**src/design/wrm_pkg.sv**
```systemverilog
`default_nettype none

package wrm_pkg;

    // default geometry
    localparam int unsigned SAMPLE_BITS_DEF = 16;
    localparam int unsigned WINDOW_BITS_DEF = 16;

    // register defaults after reset
    localparam int unsigned WINDOW_RESET = 1024;
    localparam logic        STEREO_RESET = 1'b1;

    // configuration register indexes
    localparam int unsigned CFG_INDEX_BITS = 1;
    localparam logic [CFG_INDEX_BITS-1:0] CFG_WINDOW = 1'b0;
    localparam logic [CFG_INDEX_BITS-1:0] CFG_STEREO = 1'b1;

    // sequencer states
    typedef enum logic [2:0] {
        S_IDLE,
        S_ACC,
        S_START,
        S_CALC,
        S_HOLD
    } t_state;

    // per-lane control from the sequencer
    typedef struct packed {
        logic acc;    // add the held sample to the sums
        logic clr;    // drop the partial window first
        logic start;  // close the window: launch divide and root
    } t_lane_ctrl;

endpackage

`default_nettype wire

```
**src/design/wrm_div.sv**
```systemverilog
`default_nettype none

module wrm_div import wrm_pkg::*; #(
    parameter int unsigned NUM_BITS = 32,
    parameter int unsigned DEN_BITS = WINDOW_BITS_DEF
) (
    input  wire logic                i_clk,
    input  wire logic                i_rst_n,
    input  wire logic                i_start,
    input  wire logic [NUM_BITS-1:0] i_num,
    input  wire logic [DEN_BITS-1:0] i_den,
    output logic      [NUM_BITS-1:0] o_quot,
    output logic                     o_done
);

    localparam int unsigned CNT_BITS = (NUM_BITS > 1) ? $clog2(NUM_BITS) : 1;

    logic [NUM_BITS-1:0] r_quo;
    logic [DEN_BITS-1:0] r_rem;
    logic [DEN_BITS-1:0] r_den;
    logic [CNT_BITS-1:0] r_cnt;
    logic                r_busy;
    logic                r_done;

    logic [DEN_BITS:0]   w_shift;
    logic [DEN_BITS:0]   w_diff;
    logic                w_ge;

    // one restoring step: bring down the next dividend bit
    always_comb begin
        w_shift = {r_rem, r_quo[NUM_BITS-1]};
        w_ge    = (w_shift >= {1'b0, r_den});
        w_diff  = w_shift - {1'b0, r_den};
    end

    // step counter
    always_ff @(posedge i_clk) begin
        if (!i_rst_n) begin
            r_busy <= 1'b0;
            r_done <= 1'b0;
            r_cnt  <= '0;
        end else begin
            r_done <= 1'b0;
            if (i_start) begin
                r_busy <= 1'b1;
                r_cnt  <= '0;
            end else if (r_busy) begin
                r_cnt <= r_cnt + 1'b1;
                if (r_cnt == CNT_BITS'(NUM_BITS - 1)) begin
                    r_busy <= 1'b0;
                    r_done <= 1'b1;
                end
            end
        end
    end

    // remainder and quotient shift
    always_ff @(posedge i_clk) begin
        if (i_start) begin
            r_quo <= i_num;
            r_rem <= '0;
            r_den <= i_den;
        end else if (r_busy) begin
            r_rem <= w_ge ? w_diff[DEN_BITS-1:0] : w_shift[DEN_BITS-1:0];
            r_quo <= {r_quo[NUM_BITS-2:0], w_ge};
        end
    end

    assign o_quot = r_quo;
    assign o_done = r_done;

endmodule

`default_nettype wire

```
**src/design/wrm_sqrt.sv**
```systemverilog
`default_nettype none

module wrm_sqrt import wrm_pkg::*; #(
    parameter int unsigned RAD_BITS = 46
) (
    input  wire logic                  i_clk,
    input  wire logic                  i_rst_n,
    input  wire logic                  i_start,
    input  wire logic [RAD_BITS-1:0]   i_rad,
    output logic      [RAD_BITS/2-1:0] o_root,
    output logic                       o_done
);

    localparam int unsigned ROOT_BITS = RAD_BITS / 2;
    localparam int unsigned CNT_BITS  = (ROOT_BITS > 1) ? $clog2(ROOT_BITS) : 1;

    logic [RAD_BITS-1:0]  r_x;
    logic [ROOT_BITS:0]   r_rem;
    logic [ROOT_BITS-1:0] r_root;
    logic [CNT_BITS-1:0]  r_cnt;
    logic                 r_busy;
    logic                 r_done;

    logic [ROOT_BITS+2:0] w_remt;
    logic [ROOT_BITS+2:0] w_trial;
    logic [ROOT_BITS+2:0] w_diff;
    logic                 w_ge;

    // one digit: bring down two radicand bits, try root*4+1
    always_comb begin
        w_remt  = {r_rem, r_x[RAD_BITS-1:RAD_BITS-2]};
        w_trial = {1'b0, r_root, 2'b01};
        w_ge    = (w_remt >= w_trial);
        w_diff  = w_remt - w_trial;
    end

    // digit counter
    always_ff @(posedge i_clk) begin
        if (!i_rst_n) begin
            r_busy <= 1'b0;
            r_done <= 1'b0;
            r_cnt  <= '0;
        end else begin
            r_done <= 1'b0;
            if (i_start) begin
                r_busy <= 1'b1;
                r_cnt  <= '0;
            end else if (r_busy) begin
                r_cnt <= r_cnt + 1'b1;
                if (r_cnt == CNT_BITS'(ROOT_BITS - 1)) begin
                    r_busy <= 1'b0;
                    r_done <= 1'b1;
                end
            end
        end
    end

    // radicand shift, partial remainder and root
    always_ff @(posedge i_clk) begin
        if (i_start) begin
            r_x    <= i_rad;
            r_rem  <= '0;
            r_root <= '0;
        end else if (r_busy) begin
            r_x    <= {r_x[RAD_BITS-3:0], 2'b00};
            r_rem  <= w_ge ? w_diff[ROOT_BITS:0] : w_remt[ROOT_BITS:0];
            r_root <= {r_root[ROOT_BITS-2:0], w_ge};
        end
    end

    assign o_root = r_root;
    assign o_done = r_done;

endmodule

`default_nettype wire

```
**src/design/wrm_lane.sv**
```systemverilog
`default_nettype none

module wrm_lane import wrm_pkg::*; #(
    parameter int unsigned SAMPLE_BITS = SAMPLE_BITS_DEF,
    parameter int unsigned WINDOW_BITS = WINDOW_BITS_DEF
) (
    input  wire logic                          i_clk,
    input  wire logic                          i_rst_n,
    input  wire t_lane_ctrl                    i_ctrl,
    input  wire logic signed [SAMPLE_BITS-1:0] i_sample,
    input  wire logic        [WINDOW_BITS-1:0] i_window,
    output logic             [SAMPLE_BITS-2:0] o_rms,
    output logic             [SAMPLE_BITS-1:0] o_average,
    output logic                               o_done
);

    localparam int unsigned MAG_BITS = SAMPLE_BITS - 1;
    localparam int unsigned ABS_BITS = MAG_BITS + WINDOW_BITS;
    localparam int unsigned SQS_BITS = 2 * MAG_BITS + WINDOW_BITS;
    localparam int unsigned RAD_BITS = SQS_BITS + (SQS_BITS % 2);
    localparam logic [MAG_BITS-1:0] MAG_MAX = '1;

    logic [ABS_BITS-1:0]   r_abs_sum;
    logic [SQS_BITS-1:0]   r_sq_sum;

    logic [SAMPLE_BITS-1:0] w_neg;
    logic [MAG_BITS-1:0]    w_mag;
    logic [2*MAG_BITS-1:0]  w_sq;
    logic [ABS_BITS-1:0]    w_abs_base;
    logic [SQS_BITS-1:0]    w_sq_base;

    logic [ABS_BITS:0]      w_avg_quot;
    logic [SQS_BITS-1:0]    w_ms_quot;
    logic                   w_ms_done;
    logic [RAD_BITS/2-1:0]  w_root;
    logic                   w_avg_done;

    // magnitude, saturated at the largest positive sample, and its square
    always_comb begin
        w_neg = -i_sample;
        if (!i_sample[SAMPLE_BITS-1]) begin
            w_mag = i_sample[MAG_BITS-1:0];
        end else if (w_neg[SAMPLE_BITS-1]) begin
            w_mag = MAG_MAX;
        end else begin
            w_mag = w_neg[MAG_BITS-1:0];
        end
        w_sq       = w_mag * w_mag;
        w_abs_base = i_ctrl.clr ? '0 : r_abs_sum;
        w_sq_base  = i_ctrl.clr ? '0 : r_sq_sum;
    end

    // running sums: drop on clear or window close, add on accumulate
    always_ff @(posedge i_clk) begin
        if (!i_rst_n) begin
            r_abs_sum <= '0;
            r_sq_sum  <= '0;
        end else if (i_ctrl.start) begin
            r_abs_sum <= '0;
            r_sq_sum  <= '0;
        end else if (i_ctrl.acc) begin
            r_abs_sum <= w_abs_base + ABS_BITS'(w_mag);
            r_sq_sum  <= w_sq_base + SQS_BITS'(w_sq);
        end else if (i_ctrl.clr) begin
            r_abs_sum <= '0;
            r_sq_sum  <= '0;
        end
    end

    // twice the magnitude sum over the window length
    wrm_div #(
        .NUM_BITS (ABS_BITS + 1),
        .DEN_BITS (WINDOW_BITS)
    ) u_avg_div (
        .i_clk   (i_clk),
        .i_rst_n (i_rst_n),
        .i_start (i_ctrl.start),
        .i_num   ({r_abs_sum, 1'b0}),
        .i_den   (i_window),
        .o_quot  (w_avg_quot),
        .o_done  (w_avg_done)
    );

    // mean square
    wrm_div #(
        .NUM_BITS (SQS_BITS),
        .DEN_BITS (WINDOW_BITS)
    ) u_ms_div (
        .i_clk   (i_clk),
        .i_rst_n (i_rst_n),
        .i_start (i_ctrl.start),
        .i_num   (r_sq_sum),
        .i_den   (i_window),
        .o_quot  (w_ms_quot),
        .o_done  (w_ms_done)
    );

    // root of the mean square, launched when the longer divide ends
    wrm_sqrt #(
        .RAD_BITS (RAD_BITS)
    ) u_sqrt (
        .i_clk   (i_clk),
        .i_rst_n (i_rst_n),
        .i_start (w_ms_done),
        .i_rad   (RAD_BITS'(w_ms_quot)),
        .o_root  (w_root),
        .o_done  (o_done)
    );

    assign o_rms     = w_root[SAMPLE_BITS-2:0];
    assign o_average = w_avg_quot[SAMPLE_BITS-1:0];

`ifndef SYNTHESIS
    // the average divide is shorter and must finish before the root does
    a_avg_before_root: assert property (@(posedge i_clk) disable iff (!i_rst_n)
        w_avg_done |-> !o_done)
        else $error("lane: average divide ended with the root");

    // the mean-square divide is never done at once after a window closes
    a_ms_done_not_start: assert property (@(posedge i_clk) disable iff (!i_rst_n)
        i_ctrl.start |=> !w_ms_done)
        else $error("lane: mean-square divide ended straight after launch");

    // a sample is never added in the cycle that closes the window
    a_acc_start_excl: assert property (@(posedge i_clk) disable iff (!i_rst_n)
        !(i_ctrl.acc && i_ctrl.start))
        else $error("lane: accumulate and window close together");
`endif

endmodule

`default_nettype wire

```
**src/design/windowed_rms_and_mean_level_unit.sv**
```systemverilog
// Stereo level meter: per-channel RMS and mean absolute level over a window.
// Input channel (i_in_valid / o_in_stall) carries one word per stereo sample
// pair plus a clear flag that drops the partial window before the pair is
// added. The output channel (o_out_valid / i_out_stall) carries one word per
// completed window: floor root of the floor mean square and the floor of
// twice the mean magnitude for each side; right results read zero in mono.
// A word that does not close a window is taken in the idle state and added
// to the sums in the accumulate state; only then is the next word taken.
// A word that closes the window then passes the start and compute states:
// a bit-serial divider of SQ steps, SQ = 2*(SAMPLE_BITS-1)+WINDOW_BITS,
// followed by a two-bit-per-step root in each lane, and then the hold state;
// both lanes run side by side. Input is stalled meanwhile.
// A finished result waits in the output register while the next sample
// words are taken; only a second finished result waits for the receiver.
// Configuration writes go through i_cfg_we / i_cfg_index / i_cfg_wdata and
// belong to idle periods. Reset clears the sums and position, drops any
// pending result and restores a 1024-sample stereo window.
`default_nettype none

module windowed_rms_and_mean_level_unit import wrm_pkg::*; #(
    parameter int unsigned SAMPLE_BITS = SAMPLE_BITS_DEF,
    parameter int unsigned WINDOW_BITS = WINDOW_BITS_DEF
) (
    input  wire logic                          i_clk,
    input  wire logic                          i_rst_n,
    // configuration
    input  wire logic                          i_cfg_we,
    input  wire logic [CFG_INDEX_BITS-1:0]     i_cfg_index,
    input  wire logic [WINDOW_BITS-1:0]        i_cfg_wdata,
    // sample words
    input  wire logic                          i_in_valid,
    output logic                               o_in_stall,
    input  wire logic signed [SAMPLE_BITS-1:0] i_left_sample,
    input  wire logic signed [SAMPLE_BITS-1:0] i_right_sample,
    input  wire logic                          i_clear,
    // result words
    output logic                               o_out_valid,
    input  wire logic                          i_out_stall,
    output logic             [SAMPLE_BITS-2:0] o_rms_left,
    output logic             [SAMPLE_BITS-2:0] o_rms_right,
    output logic             [SAMPLE_BITS-1:0] o_average_left,
    output logic             [SAMPLE_BITS-1:0] o_average_right
);

    t_state                  r_state;
    t_state                  n_state;

    logic [WINDOW_BITS-1:0]  r_window;
    logic                    r_stereo;
    logic [WINDOW_BITS-1:0]  r_pos;

    logic signed [SAMPLE_BITS-1:0] r_left;
    logic signed [SAMPLE_BITS-1:0] r_right;
    logic                          r_clear;

    logic                    r_out_valid;
    logic [SAMPLE_BITS-2:0]  r_rms_left;
    logic [SAMPLE_BITS-2:0]  r_rms_right;
    logic [SAMPLE_BITS-1:0]  r_avg_left;
    logic [SAMPLE_BITS-1:0]  r_avg_right;

    logic                    w_accept;
    logic [WINDOW_BITS-1:0]  w_n;
    logic [WINDOW_BITS-1:0]  w_pos_next;
    logic                    w_close;
    logic                    w_slot_free;
    logic                    w_load;
    t_lane_ctrl              w_ctrl_l;
    t_lane_ctrl              w_ctrl_r;

    logic [SAMPLE_BITS-2:0]  w_rms_l;
    logic [SAMPLE_BITS-2:0]  w_rms_r;
    logic [SAMPLE_BITS-1:0]  w_avg_l;
    logic [SAMPLE_BITS-1:0]  w_avg_r;
    logic                    w_done_l;
    logic                    w_done_r;

    // window length, zero read as one; position after this word
    always_comb begin
        w_n        = (r_window == '0) ? WINDOW_BITS'(1) : r_window;
        w_pos_next = r_clear ? WINDOW_BITS'(1) : r_pos + 1'b1;
        w_close    = (w_pos_next == '0) || (w_pos_next >= w_n);
        w_accept   = i_in_valid && !o_in_stall;
        w_slot_free = !r_out_valid || !i_out_stall;
    end

    // configuration registers
    always_ff @(posedge i_clk) begin
        if (!i_rst_n) begin
            r_window <= WINDOW_BITS'(WINDOW_RESET);
            r_stereo <= STEREO_RESET;
        end else if (i_cfg_we) begin
            case (i_cfg_index)
                CFG_WINDOW: r_window <= i_cfg_wdata;
                CFG_STEREO: r_stereo <= i_cfg_wdata[0];
                default: ;
            endcase
        end
    end

    // next state
    always_comb begin
        n_state = r_state;
        case (r_state)
            S_IDLE:  if (w_accept) n_state = S_ACC;
            S_ACC:   n_state = w_close ? S_START : S_IDLE;
            S_START: n_state = S_CALC;
            S_CALC:  if (w_done_l) n_state = S_HOLD;
            S_HOLD:  if (w_slot_free) n_state = S_IDLE;
            default: n_state = S_IDLE;
        endcase
    end

    // sequencer outputs
    always_comb begin
        o_in_stall = 1'b1;
        w_load     = 1'b0;
        w_ctrl_l   = '0;
        case (r_state)
            S_IDLE:  o_in_stall = 1'b0;
            S_ACC: begin
                w_ctrl_l.acc = 1'b1;
                w_ctrl_l.clr = r_clear;
            end
            S_START: w_ctrl_l.start = 1'b1;
            S_CALC:  ;
            S_HOLD:  w_load = w_slot_free;
            default: ;
        endcase
        w_ctrl_r     = w_ctrl_l;
        w_ctrl_r.acc = w_ctrl_l.acc && r_stereo;
    end

    // state and window position
    always_ff @(posedge i_clk) begin
        if (!i_rst_n) begin
            r_state <= S_IDLE;
            r_pos   <= '0;
        end else begin
            r_state <= n_state;
            if (r_state == S_ACC) begin
                r_pos <= w_close ? '0 : w_pos_next;
            end
        end
    end

    // hold the accepted word
    always_ff @(posedge i_clk) begin
        if (w_accept) begin
            r_left  <= i_left_sample;
            r_right <= i_right_sample;
            r_clear <= i_clear;
        end
    end

    wrm_lane #(
        .SAMPLE_BITS (SAMPLE_BITS),
        .WINDOW_BITS (WINDOW_BITS)
    ) u_lane_left (
        .i_clk     (i_clk),
        .i_rst_n   (i_rst_n),
        .i_ctrl    (w_ctrl_l),
        .i_sample  (r_left),
        .i_window  (w_n),
        .o_rms     (w_rms_l),
        .o_average (w_avg_l),
        .o_done    (w_done_l)
    );

    wrm_lane #(
        .SAMPLE_BITS (SAMPLE_BITS),
        .WINDOW_BITS (WINDOW_BITS)
    ) u_lane_right (
        .i_clk     (i_clk),
        .i_rst_n   (i_rst_n),
        .i_ctrl    (w_ctrl_r),
        .i_sample  (r_right),
        .i_window  (w_n),
        .o_rms     (w_rms_r),
        .o_average (w_avg_r),
        .o_done    (w_done_r)
    );

    // merge lanes into the output register; zero the right side in mono
    always_ff @(posedge i_clk) begin
        if (!i_rst_n) begin
            r_out_valid <= 1'b0;
        end else if (w_load) begin
            r_out_valid <= 1'b1;
        end else if (!i_out_stall) begin
            r_out_valid <= 1'b0;
        end
    end

    always_ff @(posedge i_clk) begin
        if (w_load) begin
            r_rms_left  <= w_rms_l;
            r_avg_left  <= w_avg_l;
            r_rms_right <= r_stereo ? w_rms_r : '0;
            r_avg_right <= r_stereo ? w_avg_r : '0;
        end
    end

    assign o_out_valid     = r_out_valid;
    assign o_rms_left      = r_rms_left;
    assign o_rms_right     = r_rms_right;
    assign o_average_left  = r_avg_left;
    assign o_average_right = r_avg_right;

`ifndef SYNTHESIS
    // both lanes run in lock step
    a_lanes_aligned: assert property (@(posedge i_clk) disable iff (!i_rst_n)
        w_done_l == w_done_r)
        else $error("lanes finished out of step");

    // a taken word is accumulated in the next cycle
    a_accept_to_acc: assert property (@(posedge i_clk) disable iff (!i_rst_n)
        w_accept |=> (r_state == S_ACC))
        else $error("accepted word not accumulated");

    // a new result appears only after a window was computed
    a_result_from_hold: assert property (@(posedge i_clk) disable iff (!i_rst_n)
        $rose(r_out_valid) |-> ($past(r_state) == S_HOLD))
        else $error("result raised outside the hold state");

    // lane results finish only while the sequencer waits for them
    a_done_in_calc: assert property (@(posedge i_clk) disable iff (!i_rst_n)
        w_done_l |-> (r_state == S_CALC))
        else $error("lane finished outside the compute state");
`endif

endmodule

`default_nettype wire

```
**config.mk**
```make
export PLATFORM = sky130hd
export DESIGN_NAME = windowed_rms_and_mean_level_unit
export DESIGN_NICKNAME = d
export VERILOG_FILES = /design/src/design/wrm_pkg.sv /design/src/design/wrm_div.sv /design/src/design/wrm_sqrt.sv /design/src/design/wrm_lane.sv /design/src/design/windowed_rms_and_mean_level_unit.sv
export SDC_FILE = /design/constraint.sdc
export NUM_CORES = 2
export LEC_CHECK = 0
export BUFFER_PORTS_ARGS = -buffer_cell sky130_fd_sc_hd__buf_4
export CAP_MARGIN = 20
export CORE_MARGIN = 10
export CORE_UTILIZATION = 60
export DETAILED_ROUTE_END_ITERATION = 12
export PLACE_DENSITY = 0.77
export SKIP_CTS_REPAIR_TIMING = 1
export SLEW_MARGIN = 20
export SYNTH_ARGS = -nofsm -noshare
export SYNTH_HDL_FRONTEND = slang
export SYNTH_SLANG_ARGS = --single-unit
```
**constraint.sdc**
```tcl
create_clock -name i_clk -period 13.3 [get_ports i_clk]
set_input_delay 1.995 -clock i_clk [delete_from_list [all_inputs] [get_ports i_clk]]
set_output_delay 1.995 -clock i_clk [all_outputs]
set_load 0.03 [all_outputs]
```
==> run_results.csv <==
group,metric,value,unit
synthesis,synth_top_area_share,20.3,%
place,dpl_cell_area,54600,sq um
critical_path,path_max_fanout,14,
floorplanning,die_h,317,um
timing,setup_tns,0,ns
timing,clock_skew,0.0625,ns
global_routing,grt_max_degree,87,
clocking,cts_tree,"yes",
clocking,cts.sinks,749,
critical_path,crit_top_cell,"fa_1",
place,io_buffers,118,
timing,min_period,9.38,ns
global_routing,antenna_found_initial,1,
finish,mostFrequentLayoutCells,"888 x nand2_1, 675 x inv_1, 482 x nor2_1",
timing,worst_pin_slew,1.07,ns
place,placedCellCount,6861,
critical_path,crit_path_top_delay_cell,"a31oi_1",
clocking,cts_made_buffers,83,
critical_path,slowest_delay,0.83,ns
synthesis,ys_warn_count,0,
synthesis,synthCells,5817,
synthesis,syn_nets,6569,
synthesis,synth_ff_type,"dfxtp_1",
timing,hold_viol_final,0,
floorplanning,die_x,317,um
floorplanning,core,87200,sq um
synthesis,ys_ff_latch,749,
floorplanning,dieArea,100000,sq um
route,routed_wl,125000,um
floorplanning,ios,119,
route,vias,40700,
place,dp_hpwl,90200,um
global_routing,grt_pass1_wl,206000,um
route,drt_first_iter_violations,3396,
critical_path,worstPathArrival,9.92,ns
clocking,htree_levels,3,
hold_path,hp-class,"reg2reg",
critical_path,rr_startpoint,"r_right[3]",
timing,slew_violations,0,
finish,layout_commonest_cell,"nand2_1",
synthesis,synthArstFlopShare,0,%
synthesis,yosys-top-cells-area,"edfxtp_1 20%, dfxtp_1 15%, fa_1 13%, ha_1 8.6%, nand2_1 6.3%",
global_routing,grt-ovfl-total,0,
critical_path,cp.required,13.84,ns
synthesis,syn-cell-area,52900,sq um
finish,drive_gt1_share,7.37,%
timing,slew_headroom,28.6,%
global_routing,grt_pass1_vias,40600,
place,gp_congestion,0.916,
critical_path,crit_path_end_kind,"register",
run_status,status,"complete, no violations",
timing,clock.fmax,0.107,GHz
route,drcViolationCount,0,
critical_path,crit_end,"u_lane_right.r_sq_sum[34]",
finish,stdcell_area,57500,sq um
critical_path,r2r-end,"u_lane_right.r_sq_sum[34]",
clocking,clock-root-buffer,"clkbuf_16",
critical_path,reg2reg_slack,3.92,ns
route,postRouteAntennaNets,0,
floorplanning,start_util,60.7,%
run,max-cap-violations,0,
floorplanning,row_count,108,
synthesis,yosysSeqAreaShare,35.1,%
synthesis,ys_types,79,
critical_path,cp-start-kind,"register",
critical_path,worstSetupPathType,"reg2reg",
clocking,clockBufferDepth,3,
global_routing,grt.total_usage,24.8,%
timing,period_share,70.5,%
route,avgRoutedWirePerCell,17.8,um
clocking,clk-insertion-delay-late,0.68,ns
synthesis,synth_edf_count,357,
route,drt_pass1_iterations,5,
critical_path,r2r_cells,27,
clocking,clk_pin_slew,0.06,ns
synthesis,syn_area_per_cell,9.09,sq um
synthesis,synth_area_leader_cell,"edfxtp_1",
timing,grt_setup_unrepaired,"no",
finish,area_growth,8.74,%
finish,nNetsFinal,6545,
critical_path,worst_setup_path_startpoint,"r_right[3]",
timing,setup_viol,0,
route,via_per_inst,5.80,
finish,final_cells,7019,
==> kinds of logic after synthesis <==
family / count (synthesis) / share of synthesized area (%)
flip-flops: 749 / 35.1
AND/OR/NAND/NOR: 2025 / 17.1
adder cells (fa/ha/maj): 697 / 21.2
multiplexers: 208 / 4.16
buffers and inverters: 955 / 6.80
XOR/XNOR: 258 / 4.27
AO/OA/AOI/OAI: 925 / 11.3
==> metrics by stage <==
step | hold slack (ns) | worst slack (ns) | utilization [%]
4_1_cts | 0.463 | 4.00 | 65.9
5_1_grt | 0.476 | 3.25 | 66.0
6_report | 0.465 | 3.92 | 66.0
3_5_place_dp | 0.445 | 4.01 | 62.6
2_1_floorplan | 0.427 | 5.17 | -
3_3_place_gp | 0.448 | 4.18 | 62.6
==> cells in the mapped netlist (all sizes together), types with 12 or more instances <==
master  count
nand2     892
inv       677
nor2      485
dfxtp     392
ha        365
edfxtp    357
fa        332
a21oi     302
clkbuf    232
o21ai     161
nand3     154
xnor2     149
and2      124
mux2i     116
xor2      109
mux2       92
a21o       91
a211oi     76
nor3       64
nand4      61
nor2b      49
nand2b     44
or3        39
buf        31
a21boi     29
a31oi      29
and3       29
a311oi     25
o211ai     23
o31ai      23
o21a       22
nor4       19
o21bai     17
a32o       16
clkinv     15
or4        14
a22o       12
a31o       12
nand3b     12
==> worst min-delay path by stage <==
stage,start,cells past startpoint,end
after detailed placement,u_lane_left.u_avg_div.o_quot[6],0,o_average_left[6]
after floorplan,u_lane_left.u_avg_div.o_quot[10],0,o_average_left[10]
final,u_lane_left.u_avg_div.o_quot[6],0,o_average_left[6]
after CTS,u_lane_left.u_avg_div.o_quot[6],0,o_average_left[6]
after global placement,u_lane_left.u_avg_div.o_quot[6],0,o_average_left[6]
after global routing,u_lane_left.u_avg_div.o_quot[6],0,o_average_left[6]
==> sequential cells by signal (all words and copies together) (netlist names), 32 cells and up <==
| name | cells |
|---|---|
| u_lane_left.u_sqrt.r_x | 46 |
| u_lane_left.u_ms_div.o_quot | 46 |
| u_lane_right.u_sqrt.r_x | 46 |
| u_lane_left.u_avg_div.o_quot | 32 |
| u_lane_right.u_avg_div.o_quot | 32 |
| u_lane_left.r_sq_sum | 46 |
| u_lane_right.u_ms_div.o_quot | 46 |
| u_lane_right.r_sq_sum | 46 |
==> worst max-delay path, delay by kind of cell (launching register included) <==
family,cells,cell delay [ns]
and+or+nand+nor,8,2.09
buffers and inverters,4,0.87
AOI/OAI and AO/OA,7,2.26
DFF,1,0.45
adders and majority gates,7,3.47
xor gates and xnor gates,1,0.15
==> final cells by class <==
cell class / instances / area (sq um)
Clock inverter: 51 / 616
Fill cell: 7062 / 29700
Multi-Input combinational cell: 4113 / 30800
Inverter: 692 / 2600
Clock buffer: 104 / 2250
Antenna cell: 1 / 2.50
Tap cell: 1155 / 1450
Timing Repair Buffer: 154 / 1180
Sequential cell: 749 / 18600
==> routing by layer <==
| layer | GRT usage, % | share of wire (%) |
|---|---|---|
| met1 | 34.0 | 45 |
| met2 | 40.5 | 46 |
| met3 | 3.58 | 6.1 |
| met4 | 7.67 | 2.7 |
| met5 | 0 | 0 |
Power is left out: the tool's default activity adds up to more than one toggle a clock period on the data nets, which glitch-free logic cannot reach.
